--- config.mk ---
export PLATFORM = sky130hd
export DESIGN_NAME = substring_line_filter
export DESIGN_NICKNAME = d
export VERILOG_FILES = /design/src/design/slf_pkg.sv /design/src/design/substring_line_filter.sv
export SDC_FILE = /design/constraint.sdc
export NUM_CORES = 1
export LEC_CHECK = 0
export ABC_AREA = 1
export BUFFER_PORTS_ARGS = -buffer_cell sky130_fd_sc_hd__buf_2
export CAP_MARGIN = 20
export CORE_AREA = 3 3 395 397
export CTS_CLUSTER_DIAMETER = 40
export DETAILED_ROUTE_END_ITERATION = 6
export DIE_AREA = 0 0 398 400
export GPL_ROUTABILITY_DRIVEN = 0
export PLACE_DENSITY = 0.6
export REMOVE_ABC_BUFFERS = 1
export SLEW_MARGIN = 25
export SYNTH_ARGS = -nofsm -noshare
export SYNTH_HDL_FRONTEND = slang
export SYNTH_SLANG_ARGS = --single-unit
--- constraint.sdc ---
create_clock -name aclk -period 60.8 [get_ports aclk]
set_clock_uncertainty 0.2 [all_clocks]
set_input_delay 12.16 -clock aclk [delete_from_list [all_inputs] [get_ports aclk]]
set_output_delay 12.16 -clock aclk [all_outputs]
set_load 0.02 [all_outputs]
--- src/design/slf_pkg.sv ---
// Shared constants and helpers for the substring line filter.
// No dependencies; imported by substring_line_filter.
package slf_pkg;

    // Default pattern capacity in bytes
    localparam int unsigned PATTERN_MAX_DEF = 64;

    // Item opcodes
    localparam logic OP_PATTERN = 1'b0;
    localparam logic OP_TEXT    = 1'b1;

    // Register map: index taken from paddr[2]
    localparam logic REG_CASE_SENSITIVE = 1'b0;
    localparam int unsigned APB_ADDR_W  = 3;
    localparam int unsigned APB_DATA_W  = 32;

    // ASCII bounds for case folding
    localparam logic [7:0] ASCII_UPPER_A = 8'h41;
    localparam logic [7:0] ASCII_UPPER_Z = 8'h5A;
    localparam logic [7:0] ASCII_LOWER_A = 8'h61;

    // Fold A-Z to a-z unless matching is case sensitive
    function automatic logic [7:0] slf_fold(input logic [7:0] c, input logic case_sens);
        logic [7:0] res;
        res = c;
        if (!case_sens && (c >= ASCII_UPPER_A) && (c <= ASCII_UPPER_Z)) begin
            res = c - ASCII_UPPER_A + ASCII_LOWER_A;
        end
        return res;
    endfunction

endpackage

--- src/design/substring_line_filter.sv ---
// Substring line filter: top level, streams pattern and text bytes, reports per line.
// Depends on slf_pkg (constants, opcodes, case folding).
//
//  channel  | dir | ports                                   | moves
//  ---------+-----+-----------------------------------------+---------------------------
//  s_       | in  | s_valid s_ready s_op s_ch s_last        | one pattern or text byte
//  m_       | out | m_valid m_ready m_found m_pattern_clipped | one verdict per line end
//  apb      | in  | psel penable pwrite paddr pwdata prdata pready | case_sensitive @ 0x0
//
// One item is taken per cycle; a verdict shows in the cycle after its line's last byte.
// The window compare is combinational, across PATTERN_MAX byte lanes in parallel.
// A waiting verdict stalls input only if m_ready is low (s_ready = !m_valid | m_ready).
// aresetn is synchronous, active low; no clearing pass is needed after reset.
// Text window and pattern shift lines carry no reset: lanes beyond the line
// length or pattern length are masked off by the counters.
module substring_line_filter #(
    parameter int unsigned PATTERN_MAX = slf_pkg::PATTERN_MAX_DEF
) (
    input  logic                            aclk,
    input  logic                            aresetn,
    // input items
    input  logic                            s_valid,
    output logic                            s_ready,
    input  logic                            s_op,
    input  logic [7:0]                      s_ch,
    input  logic                            s_last,
    // results
    output logic                            m_valid,
    input  logic                            m_ready,
    output logic                            m_found,
    output logic                            m_pattern_clipped,
    // configuration
    input  logic                            psel,
    input  logic                            penable,
    input  logic                            pwrite,
    input  logic [slf_pkg::APB_ADDR_W-1:0]  paddr,
    input  logic [slf_pkg::APB_DATA_W-1:0]  pwdata,
    output logic [slf_pkg::APB_DATA_W-1:0]  prdata,
    output logic                            pready
);
    import slf_pkg::*;

    localparam int unsigned LEN_W = $clog2(PATTERN_MAX + 1);
    localparam logic [LEN_W-1:0] LEN_MAX = LEN_W'(PATTERN_MAX);

    // Pattern is held right-aligned: pat_reg[0] is the newest pattern byte,
    // so pat_reg[j] lines up with win_reg[j] (newest text byte in slot 0).
    logic [7:0]       pat_reg  [PATTERN_MAX];
    logic [7:0]       pat_next [PATTERN_MAX];
    logic [7:0]       win_reg  [PATTERN_MAX];
    logic [7:0]       win_next [PATTERN_MAX];

    logic [LEN_W-1:0] pat_len_reg, pat_len_next;
    logic             pat_done_reg, pat_done_next;
    logic             clip_reg, clip_next;
    logic [LEN_W-1:0] seen_reg, seen_next;
    logic             hit_reg, hit_next;
    logic             case_sens_reg, case_sens_next;

    // output register
    logic             m_valid_reg, m_valid_next;
    logic             found_reg, found_next;
    logic             oclip_reg, oclip_next;

    logic             s_fire;
    logic             text_end;
    logic             lanes_ok;
    logic             win_match;
    logic [LEN_W-1:0] seen_inc;
    logic [LEN_W-1:0] len_base;
    logic             clip_base;
    logic             cfg_write;

    assign s_ready  = !m_valid_reg || m_ready;
    assign s_fire   = s_valid && s_ready;
    assign text_end = s_fire && (s_op == OP_TEXT) && s_last;

    assign cfg_write = psel && penable && pwrite && pready;
    assign pready    = 1'b1;
    assign prdata    = (paddr[2] == REG_CASE_SENSITIVE)
                     ? {{(APB_DATA_W-1){1'b0}}, case_sens_reg} : '0;

    assign m_valid           = m_valid_reg;
    assign m_found           = found_reg;
    assign m_pattern_clipped = oclip_reg;

    always_comb begin
        // shifted window with the incoming byte in slot 0
        win_next[0] = s_ch;
        for (int i = 1; i < PATTERN_MAX; i++) begin
            win_next[i] = win_reg[i-1];
        end
        seen_inc = (seen_reg < LEN_MAX) ? seen_reg + LEN_W'(1) : seen_reg;

        // parallel lane compare, lanes at or beyond the pattern length ignored
        lanes_ok = 1'b1;
        for (int j = 0; j < PATTERN_MAX; j++) begin
            if ((LEN_W'(j) < pat_len_reg) &&
                (slf_fold(pat_reg[j], case_sens_reg) != slf_fold(win_next[j], case_sens_reg))) begin
                lanes_ok = 1'b0;
            end
        end
        win_match = lanes_ok && (pat_len_reg <= seen_inc);

        // pattern load: a new load restarts length and clip flag
        len_base  = pat_done_reg ? '0 : pat_len_reg;
        clip_base = pat_done_reg ? 1'b0 : clip_reg;
        pat_next[0] = s_ch;
        for (int i = 1; i < PATTERN_MAX; i++) begin
            pat_next[i] = pat_reg[i-1];
        end
    end

    always_comb begin
        pat_len_next   = pat_len_reg;
        pat_done_next  = pat_done_reg;
        clip_next      = clip_reg;
        seen_next      = seen_reg;
        hit_next       = hit_reg;
        case_sens_next = case_sens_reg;
        m_valid_next   = m_valid_reg;
        found_next     = found_reg;
        oclip_next     = oclip_reg;

        if (cfg_write && (paddr[2] == REG_CASE_SENSITIVE)) begin
            case_sens_next = pwdata[0];
        end

        if (m_ready) begin
            m_valid_next = 1'b0;
        end

        if (s_fire) begin
            case (s_op)
                OP_PATTERN: begin
                    if (len_base < LEN_MAX) begin
                        pat_len_next = len_base + LEN_W'(1);
                        clip_next    = clip_base;
                    end else begin
                        pat_len_next = len_base;
                        clip_next    = 1'b1;
                    end
                    pat_done_next = s_last;
                end
                OP_TEXT: begin
                    if (s_last) begin
                        m_valid_next = 1'b1;
                        found_next   = hit_reg || win_match;
                        oclip_next   = clip_reg;
                        hit_next     = 1'b0;
                        seen_next    = '0;
                    end else begin
                        hit_next  = hit_reg || win_match;
                        seen_next = seen_inc;
                    end
                end
                default: begin
                    hit_next = hit_reg;
                end
            endcase
        end
    end

    // payload shift lines
    always_ff @(posedge aclk) begin
        if (s_fire && (s_op == OP_TEXT)) begin
            win_reg <= win_next;
        end
        if (s_fire && (s_op == OP_PATTERN) && (len_base < LEN_MAX)) begin
            pat_reg <= pat_next;
        end
        found_reg <= found_next;
        oclip_reg <= oclip_next;
    end

    // control state
    always_ff @(posedge aclk) begin
        if (!aresetn) begin
            pat_len_reg   <= '0;
            pat_done_reg  <= 1'b1;
            clip_reg      <= 1'b0;
            seen_reg      <= '0;
            hit_reg       <= 1'b0;
            case_sens_reg <= 1'b1;
            m_valid_reg   <= 1'b0;
        end else begin
            pat_len_reg   <= pat_len_next;
            pat_done_reg  <= pat_done_next;
            clip_reg      <= clip_next;
            seen_reg      <= seen_next;
            hit_reg       <= hit_next;
            case_sens_reg <= case_sens_next;
            m_valid_reg   <= m_valid_next;
        end
    end

    // checks
    a_len_bound: assert property (@(posedge aclk) disable iff (!aresetn)
        (pat_len_reg <= LEN_MAX) && (seen_reg <= LEN_MAX))
        else $error("length counter beyond capacity");

    a_verdict_follows: assert property (@(posedge aclk) disable iff (!aresetn)
        text_end |=> m_valid_reg)
        else $error("line end gave no verdict");

    a_line_cleared: assert property (@(posedge aclk) disable iff (!aresetn)
        text_end |=> (!hit_reg && (seen_reg == '0)))
        else $error("line state not cleared at line end");

    a_no_overrun: assert property (@(posedge aclk) disable iff (!aresetn)
        (m_valid_reg && !m_ready) |-> !s_ready)
        else $error("input taken while verdict stalled");

    a_clip_full: assert property (@(posedge aclk) disable iff (!aresetn)
        clip_reg |-> (pat_len_reg == LEN_MAX))
        else $error("clip flag set below capacity");

endmodule

==> metrics.md <==
| Metric | Value |
|---|---|
| Final Cycle Share | 40.9% |
| Endpoint class of the critical path | output port |
| Yosys warning count | 0 |
| Worst Hold Class | reg -> reg |
| # IOs | 89 |
| Static Leak | between 0.02 and 0.03 uW |
| Worst path required time | 48440 ps |
| Layout area overhead | 14.2% |
| RSZ-0062 raised after global routing | false |
| First-pass GRT wire length | ~180000 microns |
| Worst-skew pair later-pin latency | around 770 ps |
| Worst R2R Start | pat_len_reg[6] |
| Final min period | 24890 ps |
| Slew @ Worst Pin | between 1000 and 1500 ps |
| Final WL | around 110000 microns |
| Reg clk slew, reported paths | 60 ps |
| Final Setup Violations | 0 |
| WS Path Type | in -> out |
| Hold_ws | roughly 250 ps |
| Largest net degree at the start of global routing | 176 |
| Worst path arrival time | between 10000 and 15000 ps |
| Post-synth top area share | a little under three fifths |
| Synth Register Bits | about 1000 |
| Synth Cell Area | ~53000 sq um |
| Setup TNS Final | 0 ps |
| PwrDens | 29.6 nW/um^2 |
| Initial DRC count | about 2500 |
| Avg WL per Cell | ~14 microns |
| Antenna violations before repair | 1 |
| Final hold vios | 0 |
| Full die area | approximately 160000 sq um |
| Row count | 143 |
| Layout cells sized above 1 | 6.04% |
| Status | completed |
| # hold bufs at CTS | 0 |
| Sequential element share of the synthesized area | between 50% and 60% |
| Post_cts resized | 0 |
| Die W | roughly 400 microns |
| Peak supply drop | 0.0317 mV |
| Final Max Tran Viols | 0 |
| Vias | 37673 |
| Post-synth top cells | 1521 x nand2_1, 1018 x edfxtp_1, 847 x inv_1 |
| GRT Util Overall | between 10% and 20% |
| CP max FO | 2 |
| Core area | about 150000 sq um |
| CTS tree | done |
| Max-cap violation count | 0 |
| Post-DR vias/cell | approximately 4.7 |
| Post-CTS setup buffer count | 0 |
| Num CTS Buffers | between 100 and 150 |
| Number of synthesized flops with an enable pin | between 1000 and 1500 |
| GRT overflow | 0 |
| Mapped Cells | between 5000 and 6000 |
| Count of input and output buffers | 23 |
| Post-synth top flop | edfxtp_1 |
| Vias in the first global route | ~36000 |
| Crit. Startpoint | paddr[2] |
| Dpl hpwl | 77400 microns |
| N_diodes | 0 |
| Initial Util | 35.0% |
| Detailed Routing Iterations Pass 1 | 6 |
| Avg Cell Area, Syn | about 9.3 sq um |
| Rel. slew slack | between 30% and 40% |
| Hold path start | win_next[447] |
| Startpoint types | primary input |
| Pre-CTS setup slack | between 30000 and 40000 ps |
| Synth cell types | between 40 and 50 |
| Post-route ant nets | 0 |
| Max Root-Sink Buffers | 3 |
| Post-synth top area cell | edfxtp_1 |
| Clk root buf | clkbuf_16 |
| Async SR Flop Fraction | 0% |
| Inst Count DP | 7779 |
| Area contributors post-synth | edfxtp_1 57%, nand2_1 11%, inv_1 6.0% |
| # nets final | 6086 |
| Final WS setup | 35910 ps |
| Total power | roughly 1800 uW |
| # DRC | 0 |
| Count leader, synth | nand2_1 |
| CTS Sinks | about 1000 |
| Cell Count, Final, Fillers Out | 8044 |
| Die Y-Extent | ~400 microns |
| Htree depth | 4 |
| FMAX | 40.2 MHz |
-- critical path, stage by stage --
cell    delay [ps]
buf_2          100
nor2_1          90
buf_2          170
-- power breakdown --
part | internal [uW] | total (uW) | switching, uW
Clock | 524 | 860 | 336
Sequential | 820 | 851 | 30.8
Combinational | 32.6 | 92.4 | 59.7
Total | 1380 | 1800 | 427
-- area by class of cell --
class                      count  area (sq um)
fill                       14613         91400
inverter                     851          3200
timing repair buffer          40           324
tap                         2030          2540
sequential                  1037         30900
clock buffer                 159          3700
multi-input combinational   3822         18900
clock inverter               105          1290
-- kinds of logic after synthesis --
family	share of synthesized area, %
other	0.0141
flip-flops	58.1
buffers and inverters	6.76
AND/OR/NAND/NOR	24.5
AO/OA/AOI/OAI	2.84
XOR/XNOR	4.60
adder cells (fa/ha/maj)	3.22
-- routing by layer --
metal	vias up	GRT usage, %	wire [microns]
met1	17622	18.2	50000
met5	-	0	0
li1	19107	-	-
met3	198	2.27	5180
met2	746	23.7	53700
met4	0	5.12	2730
-- metrics by stage --
stage	area, sq um	utilization [%]
final	60900	40.0
after global routing	60900	40.0
after CTS	60900	40.0
after detailed placement	55900	36.7
after global placement	55800	36.7
after floorplan	53000	-
-- placed cells by master (no fill, tap or decap), types with 5 or more instances in the layout --
cell | Yosys | layout
nand3_2 | 27 | 27
nand3b_1 | 62 | 62
buf_4 | 35 | 11
o21ai_1 | 37 | 37
nor2_2 | 25 | 25
dfxtp_1 | 19 | 19
clkbuf_16 | 0 | 146
o2111ai_1 | 6 | 6
ha_1 | 137 | 137
a21oi_1 | 77 | 77
clkinv_2 | 0 | 14
buf_2 | 2 | 23
bufinv_16 | 0 | 17
nor2_1 | 843 | 841
nand2_1 | 1521 | 1521
conb_1 | 2 | 32
xor2_1 | 101 | 101
clkinvlp_4 | 0 | 21
nor3_1 | 44 | 44
o21ai_0 | 143 | 143
xnor2_1 | 179 | 179
or2_2 | 19 | 19
nand3_1 | 383 | 383
clkbuf_1 | 2 | 13
inv_6 | 0 | 20
clkinv_1 | 2 | 9
inv_1 | 847 | 847
nand4_1 | 146 | 146
o21bai_1 | 8 | 8
edfxtp_1 | 1018 | 1018
o22ai_1 | 5 | 5
nor3b_1 | 9 | 9
clkinv_4 | 0 | 12
-- worst paths after layout --
check | endpoint | slack (ps) | cells after the start
worst max-delay path | prdata[0] | 35910 | 3
worst min-delay path | win_next[439] | 250 | 0
worst max register to register | m_found | 56560 | 15
worst min register to register | win_next[439] | 250 | 0
Power figures use the tool's default switching activity.
